==> config.mk <==
export PLATFORM = sky130hd
export DESIGN_NAME = vtp_div_cell
export DESIGN_NICKNAME = d
export VERILOG_FILES = /design/src/rtl/vtp_pkg.sv /design/src/rtl/vtp_div_cell.sv
export SDC_FILE = /design/constraint.sdc
export NUM_CORES = 1
export LEC_CHECK = 0
export BUFFER_PORTS_ARGS = -buffer_cell sky130_fd_sc_hd__buf_2
export CAP_MARGIN = 20
export CORE_MARGIN = 3
export CORE_UTILIZATION = 25
export CTS_CLUSTER_SIZE = 24
export DETAILED_ROUTE_END_ITERATION = 8
export GPL_ROUTABILITY_DRIVEN = 0
export MAX_ROUTING_LAYER = met4
export RECOVER_POWER = 100
export SKIP_CTS_REPAIR_TIMING = 1
export SLEW_MARGIN = 20
export SYNTH_ARGS = -nofsm -noshare
export SYNTH_HDL_FRONTEND = slang
export SYNTH_SLANG_ARGS = --single-unit
==> constraint.sdc <==
create_clock -name clk -period 3.65 [get_ports clk]
set_input_delay 0.365 -clock clk [delete_from_list [all_inputs] [get_ports clk]]
set_output_delay 0.365 -clock clk [all_outputs]
set_load 0.005 [all_outputs]
==> src/rtl/vtp_pkg.sv <==
// ----------------------------------------------------------------------------
// vtp_pkg: shared types and constants
// Field widths, register indexes and the divider cell payload for the
// vertex transform and projection pipeline.
// ----------------------------------------------------------------------------
package vtp_pkg;

  localparam int WORD_W  = 32;
  localparam int COEF_W  = 20;
  localparam int ROW_W   = 60;
  localparam int FOCAL_W = 31;
  localparam int CFG_IDX_W = 3;
  localparam int CFG_DATA_W = 64;
  // d * |c| fits in 31 + 32 bits; the divisor |z'| in 32 bits.
  localparam int NUM_W = 63;
  localparam int DEN_W = 32;

  localparam logic [CFG_IDX_W-1:0] REG_ROW_ONE   = 3'd0;
  localparam logic [CFG_IDX_W-1:0] REG_ROW_TWO   = 3'd1;
  localparam logic [CFG_IDX_W-1:0] REG_ROW_THREE = 3'd2;
  localparam logic [CFG_IDX_W-1:0] REG_SHIFT_X   = 3'd3;
  localparam logic [CFG_IDX_W-1:0] REG_SHIFT_Y   = 3'd4;
  localparam logic [CFG_IDX_W-1:0] REG_SHIFT_Z   = 3'd5;
  localparam logic [CFG_IDX_W-1:0] REG_FOCAL     = 3'd6;

  // Side information that rides along the divider chain with each vertex.
  typedef struct packed {
    logic               zero;
    logic               clip;
    logic               neg_x;
    logic               neg_y;
    logic [WORD_W-1:0]  depth;
  } side_t;

  // Partial state of the two restoring divisions carried by one cell.
  typedef struct packed {
    logic [DEN_W:0]     rem_x;
    logic [DEN_W:0]     rem_y;
    logic [NUM_W-1:0]   num_x;
    logic [NUM_W-1:0]   num_y;
    logic [DEN_W-1:0]   den;
  } div_t;

endpackage

==> src/rtl/vtp_div_cell.sv <==
// ----------------------------------------------------------------------------
// vtp_div_cell: one quotient-bit cell of the divider chain
// Performs one restoring step on both the x and y divisions and hands the
// partial remainder and shifted numerator to the next cell.
// ----------------------------------------------------------------------------
module vtp_div_cell (
  input  logic            clk,
  input  logic            rst_n,
  input  logic            en,
  input  logic            valid_in,
  input  vtp_pkg::div_t   div_in,
  input  vtp_pkg::side_t  side_in,
  output logic            valid_out,
  output vtp_pkg::div_t   div_out,
  output vtp_pkg::side_t  side_out
);

  logic          valid_r;
  vtp_pkg::div_t div_r, div_nxt;
  vtp_pkg::side_t side_r;
  logic [vtp_pkg::DEN_W:0] tx, ty, dx, dy;

  always_comb begin
    // Shift the next numerator bit in; the quotient bit drops into the
    // vacated low bit of the numerator.
    tx = {div_in.rem_x[vtp_pkg::DEN_W-1:0], div_in.num_x[vtp_pkg::NUM_W-1]};
    ty = {div_in.rem_y[vtp_pkg::DEN_W-1:0], div_in.num_y[vtp_pkg::NUM_W-1]};
    dx = tx - {1'b0, div_in.den};
    dy = ty - {1'b0, div_in.den};
    div_nxt.den   = div_in.den;
    div_nxt.rem_x = dx[vtp_pkg::DEN_W] ? tx : dx;
    div_nxt.rem_y = dy[vtp_pkg::DEN_W] ? ty : dy;
    div_nxt.num_x = {div_in.num_x[vtp_pkg::NUM_W-2:0], ~dx[vtp_pkg::DEN_W]};
    div_nxt.num_y = {div_in.num_y[vtp_pkg::NUM_W-2:0], ~dy[vtp_pkg::DEN_W]};
  end

  always_ff @(posedge clk) begin
    if (!rst_n) begin
      valid_r <= 1'b0;
    end else if (en) begin
      valid_r <= valid_in;
    end
    if (en) begin
      div_r  <= div_nxt;
      side_r <= side_in;
    end
  end

  assign valid_out = valid_r;
  assign div_out   = div_r;
  assign side_out  = side_r;

endmodule

Word-level counts from Yosys, hierarchy flattened
Index checks and enable logic that the tools add are counted. Widths: inputs -> output; s select.

Bits in registers: 261. Bits of input ports: 264. Word-level logic and storage cells: 19.

Add/subtract/negate cells: 2. Mux-type cells: 2. Bitwise logic cells: 2.

Operators with widths (number): $sub 33x32->33 (2); $mux 32 (2); $not 1->1 (2).

Logic depth before layout (Yosys ltp)
Gate-level depths: netlist of run 1.

Depth after elaboration: 2. Mapped depth: 13. Gate-level depth less buffers: 12.

Worst setup path after synthesis of run 1
OpenSTA, ideal clock, no wires.

Kind: input to register. Start: input div_in[14] (netlist name). End: register div_r (netlist bit div_out[164]) (data pin). Setup time: 0.260 ns. Arrival time: 3.024 ns. Required time: 3.390 ns. Setup slack: 0.366 ns. Stages: 10. Path buffers: 1. Cell sequence: inv_1 > ha_1 > nand2_2 > or4_4 > o221ai_4 > a31oi_4 > o41ai_4 > xor2_4 > buf_12 > mux2_4.

RTL lines: start, declared (line vtp_div_cell.sv:11) `input vtp_pkg::div_t div_in,`; end signal, assigned (line vtp_div_cell.sv:44) `div_r <= div_nxt;`; end, declared (line vtp_div_cell.sv:19) `vtp_pkg::div_t div_r, div_nxt;`.

==> results.tsv, run 1 <==
metric	value	unit
Max IR drop VDD	260.9	uV
final setup fails	0	
layout cells sized above 1	23.97	%
post-synthesis compound-gate area fraction	12.21	%
Hold Path Origin	valid_in	
skew final	0	ns
Worst-Margin Slew	2.220	ns
dpl hpwl	32400	um
Die H	226.8	um
Port Buffers	522	
worst endpoint required time	3.94	ns
largest net degree at the start of global routing	86	
Synth area leaders	edfxtp_1 64%, ha_1 6.6%, mux2_4 3.0%, a21oi_1 2.9%, o21ai_0 2.5%	
Slew headroom	-47.98	%
worst path cell trace	dlygate4sd3_1, clkbuf_1, inv_1, ha_1, a21o_1, a21o_1, a21oi_1, o31ai_1, a31oi_1, o41ai_4, xor2_1, clkbuf_2, mux2_1	
main combinational cell family by area after synthesis	compound AO/OA/AOI/OAI gates	
Commonest cells post-synth	260 x edfxtp_1, 71 x a21oi_1, 64 x ha_1	
post-synthesis simple-gate area fraction	5.977	%
crit path DAT	3.75	ns
max_cap viols	3	
number of global-route vias before repair	9456	
grt ovf	0	
Clock Tree Root	clkbuf_16	
Detailed Route Iter0 Violations	412	
die width	226.8	um
area of all sequential standard cells	7828	sq um
Synth Flop Type	edfxtp_1	
area share of the leading cell type in the synthesized netlist	64.08	%
Fillers	4667	
Synthesized Nets	1203	
first-pass GRT wire length	55370	um
setup TNS	0	ns
xor and xnor area share after synthesis	4.313	%
CTS buffer count	29	
worst hold path depth	3	
Top Family by Delay on Critical Path	compound AO/OA/AOI/OAI gates	
final critical-path share of the clock period	94.71	%
status	complete, but fails checks	
CP endpoint kind	flop	
CTS tree	built	
max incr delay on CP	0.53	ns
WL final	42700	um
footprint of the multi-input gates	3935	sq um
Layout Nets	1982	
fmax	289.3	MHz
Ports	525	
Avg Inst Size Synth	13.96	sq um
Synth Cell Area	12180	sq um
DR vias	10203	
core area	47950	sq um
Max stage delay cell, worst path	dlygate4sd3_1	
Pre-antenna DRT Iters	5	
WL/cell	18.58	um
Worst-path clk slew	0.06	ns
mux cell area share after synthesis	3.758	%
Starting Density	25.41	%
Warnings, synthesis	0	
reg-to-reg endpoint	valid_out	
register area share after synthesis	64.24	%
Post-synth EDFFs	260	
count of cell types in the netlist	58	
Worst Hold Slack	0.08814	ns
Final Critical Period	3.457	ns
max-slew violation count	217	
number of routed nets with antenna violations	0	
pwr dens	457.4	nW/um^2
Worst setup SP type	primary input	
synth-to-layout area growth	50.61	%
Buf/Inv on CP	4	
CP Class	in -> reg	
Post-synth ARST share	0	%
adder-cell share of the synthesized area	6.901	%
Clock Latency Late Sink	0.55	ns
final core utilization	38.27	%
top-count cell post-synth	edfxtp_1	
Die ar.	51420	sq um
failing checks	capacitance limit, slew limit	
DR vias/cell	4.440	
WHS Endpoint	valid_out	
worst-path maximum fanout	6	
Syn Inst Count	873	
R2R depth	2	
unrepaired setup endpoints after global routing	no	
Final Hold Fails	0	
cell repeated most along the worst path	a21o_1	
GR Util All Layers	14.66	%
Worst R2R Start	valid_out	
Sink Count	261	
DRC viols	0	
Max H-tree Level	1	
LEAKAGE	7.503	nW
initial antenna violation count	11	
leading area contributor after synthesis	edfxtp_1	
Max Buffers Root-to-Sink	3	
r2r setup slk	3.01	ns
Yosys reg bits	261	
Hold Path Class	in -> reg	
# rows	80	
==> power by group <==
part           total, mW  internal (mW)  switching, mW  leakage (nW)
Combinational       1.71          0.797          0.913          4.49
Sequential          3.76           3.68         0.0854          2.55
Clock               2.92           1.73           1.19         0.463
Total               8.39           6.21           2.19          7.50
==> metrics by stage <==
step           power, mW  worst slack (ns)  std cells  instance area, sq um
3_3_place_gp       5.463           -0.1253       2047                 15980
6_report           8.393            0.1931       2298                 18350
4_1_cts            8.476            0.4581       2099                 16920
2_1_floorplan      4.624            0.3657        873                 12180
5_1_grt            8.842           0.02324       2298                 18350
3_5_place_dp       5.491           -0.1259       2047                 15980
==> state kept, by name, summed over array words and instances, names as in the netlist <==
signal     cells
side_out      36
div_out      224
valid_out      1
==> area by class of cell <==
type                       instances  share of cell area (%)
sequential                       261                   42.66
multi-input combinational        540                   21.44
antenna                           10                  0.1364
inverter                          49                   1.002
timing repair buffer             771                   25.47
clock buffer                      35                   4.077
clock inverter                    17                   1.023
tap                              615                   4.193
==> layout by cell type, fill, tap and decap left out, drive strengths merged, types with 3 or more instances in the layout <==
cell         instances
a21oi               71
o21bai               6
and3                 3
nor3                 4
a21boi               6
nand4               14
o31a                 3
o21a                 8
clkinv              12
bufinv               4
o21ai               61
dlygate4sd3        189
o41ai                4
a21o                32
a211oi               4
mux2i                3
buf                335
xnor2               28
o2111ai              3
inv                 50
nor2                28
clkbuf             282
o31ai                8
and2                 6
nor2b                8
o211ai               4
o221ai               3
edfxtp             260
xor2                29
a31oi                6
and4                 3
nand2b               5
ha                  64
a31o                 4
nand3               11
nand2               64
mux2                30
diode               10
==> tightest hold or removal path, cell delays in order <==
cell and delay (ns):
buf_2 0.07, mux2i_1 0.05, nor2b_1 0.10
==> layer usage <==
layer	GRT usage, %	wire length [um]	vias to the layer above
li1	-	-	4890
met5	-	0	-
met4	5.846	1581	0
met2	25.97	21820	364
met3	4.531	3408	89
met1	15.15	15880	4860
==> cell families (layout without fill, tap and decap cells) <==
family                   count (synthesis)  count (layout)
flip-flops                             261             261
buffers and inverters                   72             872
XOR/XNOR                                57              57
multiplexers                            33              33
adder cells (fa/ha/maj)                 66              66
AO/OA/AOI/OAI                          231             231
AND/OR/NAND/NOR                        153             153
other                                    0              10
==> worst max-delay path by stage <==
stage / from / end / slack, ns / cells after the start
2_1_floorplan: div_in[14] / div_out[164] / 0.37 / 10
3_3_place_gp: div_in[157] / div_out[220] / -0.13 / 16
3_5_place_dp: div_in[157] / div_out[220] / -0.13 / 16
4_1_cts: div_in[157] / div_out[220] / 0.46 / 16
5_1_grt: div_in[18] / div_out[220] / 0.02 / 14
6_report: div_in[16] / div_out[185] / 0.19 / 13
No activity file was read; power rests on OpenSTA's default activity.
==> inputs of run 2 (changes only) <==
Settings changed: ABC_AREA from default to 1, RECOVER_POWER 100 to default.
==> results.tsv, run 2 <==
metric	value	unit
layout cells sized above 1	26.28	%
Final Hold Fails	0	
area share of the leading cell type in the synthesized netlist	55.54	%
Avg Inst Size Synth	8.787	sq um
max_cap viols	0	
met2 usage	33.87	%
grt ovf	0	
initial antenna violation count	11	
Syn Inst Count	1600	
setup TNS	0	ns
WL/cell	18.13	um
worst hold path depth	1	
WL final	56050	um
Pre-antenna DRT Iters	5	
CTS buffer count	35	
cell repeated most along the worst path	nand2_1	
most frequent cells in the layout	668 x nand2_1, 521 x buf_2, 287 x inv_1	
met1 global-route usage	18.41	%
CTS tree	built	
Post-synth ARST share	0	%
GR Util All Layers	17.99	%
Largest register FFs	224	
Worst setup SP type	primary input	
worst-path maximum fanout	33	
status	completed	
Synth Flop Type	edfxtp_1	
Hold Path Origin	div_in[19]	
DR vias/cell	4.344	
Max IR drop VDD	287.5	uV
Post-synth EDFFs	260	
LEAKAGE	10.31	nW
Clock Latency Late Sink	0.54	ns
Clock Tree Root	clkbuf_16	
CP Class	in -> reg	
Synth area leaders	edfxtp_1 56%, nand2_1 18%, inv_1 7.7%, ha_1 5.7%, nand3_1 2.3%	
DRC viols	0	
Max H-tree Level	2	
Slew headroom	60.84	%
CP endpoint kind	flop	
Starting Density	25.37	%
Commonest cells post-synth	668 x nand2_1, 287 x inv_1, 260 x edfxtp_1	
Synth Cell Area	14060	sq um
leading area contributor after synthesis	edfxtp_1	
# rows	86	
fmax	383.2	MHz
reg-to-reg endpoint	valid_out	
Final Power	9.106	mW
pwr dens	447.8	nW/um^2
worst path cell trace	dlygate4sd3_1, buf_2, inv_1, ha_1, nand2_1, nor2_1, nand3_1, nand2_2, nand2_1, nand2_2, nand2_2, nand3_1, nand2_4, nand2_1, nand2_1	
Fillers	5585	
Warnings, synthesis	0	
unrepaired setup endpoints after global routing	no	
r2r setup slk	2.98	ns
Ports	525	
Max stage delay cell, worst path	dlygate4sd3_1	
GRT busiest layer	met2	
max-slew violation count	0	
final critical-path share of the clock period	71.49	%
worst endpoint required time	3.92	ns
skew final	0	ns
Yosys reg bits	261	
register area share after synthesis	55.68	%
Die ar.	59110	sq um
DR vias	13427	
Max Buffers Root-to-Sink	3	
Layout Nets	2641	
Die H	243.1	um
Worst R2R Start	valid_out	
number of routed nets with antenna violations	0	
most common cell after layout, fill and taps aside	nand2_1	
dpl hpwl	44020	um
Final Critical Period	2.609	ns
WHS Endpoint	div_out[19]	
max incr delay on CP	0.52	ns
final setup fails	0	
core area	55420	sq um
R2R depth	2	
top-count cell post-synth	nand2_1	
met3 usage	4.574	%
count of cell types in the netlist	25	
Detailed Route Iter0 Violations	745	
Port Buffers	522	
Sink Count	261	
Worst-Margin Slew	0.5873	ns
first-pass GRT wire length	76940	um
largest net degree at the start of global routing	75	
die width	243.1	um
number of global-route vias before repair	12547	
Synthesized Nets	1930	
Worst-path clk slew	0.05	ns
synth-to-layout area growth	44.63	%
Hold Path Class	in -> reg	
crit path DAT	2.88	ns
## run 2: through the flow
step	util [%]	std cells	area, sq um	hold slack [ns]	worst slack (ns)
final	36.69	3091	20330	0.02362	1.041
after floorplan	-	1600	14060	0.4585	1.459
after global routing	36.69	3090	20330	0.003838	0.8964
after CTS	33.77	2924	18710	-0.04038	1.417
after global placement	31.65	2862	17540	0.5343	0.9019
after detailed placement	31.65	2862	17540	0.5379	0.8384
## run 2: layout make-up
cell class              instances  area [sq um]  share of cell area [%]
repair buffers                686          4279                   21.04
diodes                          7         17.52                 0.08615
inverters                     292          1096                   5.390
flip-flops and latches        261          7828                   38.50
clock buffers                  38         887.1                   4.363
clock inverters                24         290.3                   1.428
multi-input cells            1035          5000                   24.59
well taps                     748         935.9                   4.603
## run 2: cells by family after synthesis
kind of cell / share of synthesized area, %
AND/OR/NAND/NOR: 25.01
buffers and inverters: 8.758
flip-flops: 55.68
XOR/XNOR: 1.869
adder cells (fa/ha/maj): 5.981
AO/OA/AOI/OAI: 2.705
## run 2: power by group
group | internal (mW) | switching, mW | total (mW)
Sequential | 3.65 | 0.0958 | 3.75
Clock | 2.13 | 1.37 | 3.50
Combinational | 0.740 | 1.12 | 1.86
## run 2: how the worst max path moves through the flow
stage / endpoint / startpoint / slack, ns
final: div_out[166] / div_in[4] / 1.04
after global routing: div_out[178] / div_in[4] / 0.90
after CTS: div_out[166] / div_in[0] / 1.42
after detailed placement: div_out[178] / div_in[0] / 0.84
after global placement: div_out[171] / div_in[0] / 0.90
after floorplan: div_out[194] / div_in[157] / 1.46
## run 2: critical path: cells and delay by family
family                     cells  cell delay (ns)
and+or+nand+nor               11             1.36
buffers and inverters          3             0.73
adders and majority gates      1             0.39
## run 2: layer usage
layer  share of wire (%)  up-vias
met2                  53      522
li1                    -     6517
met5                   0        -
met1                  37     6281
met4                 2.9        0
met3                 6.3      107
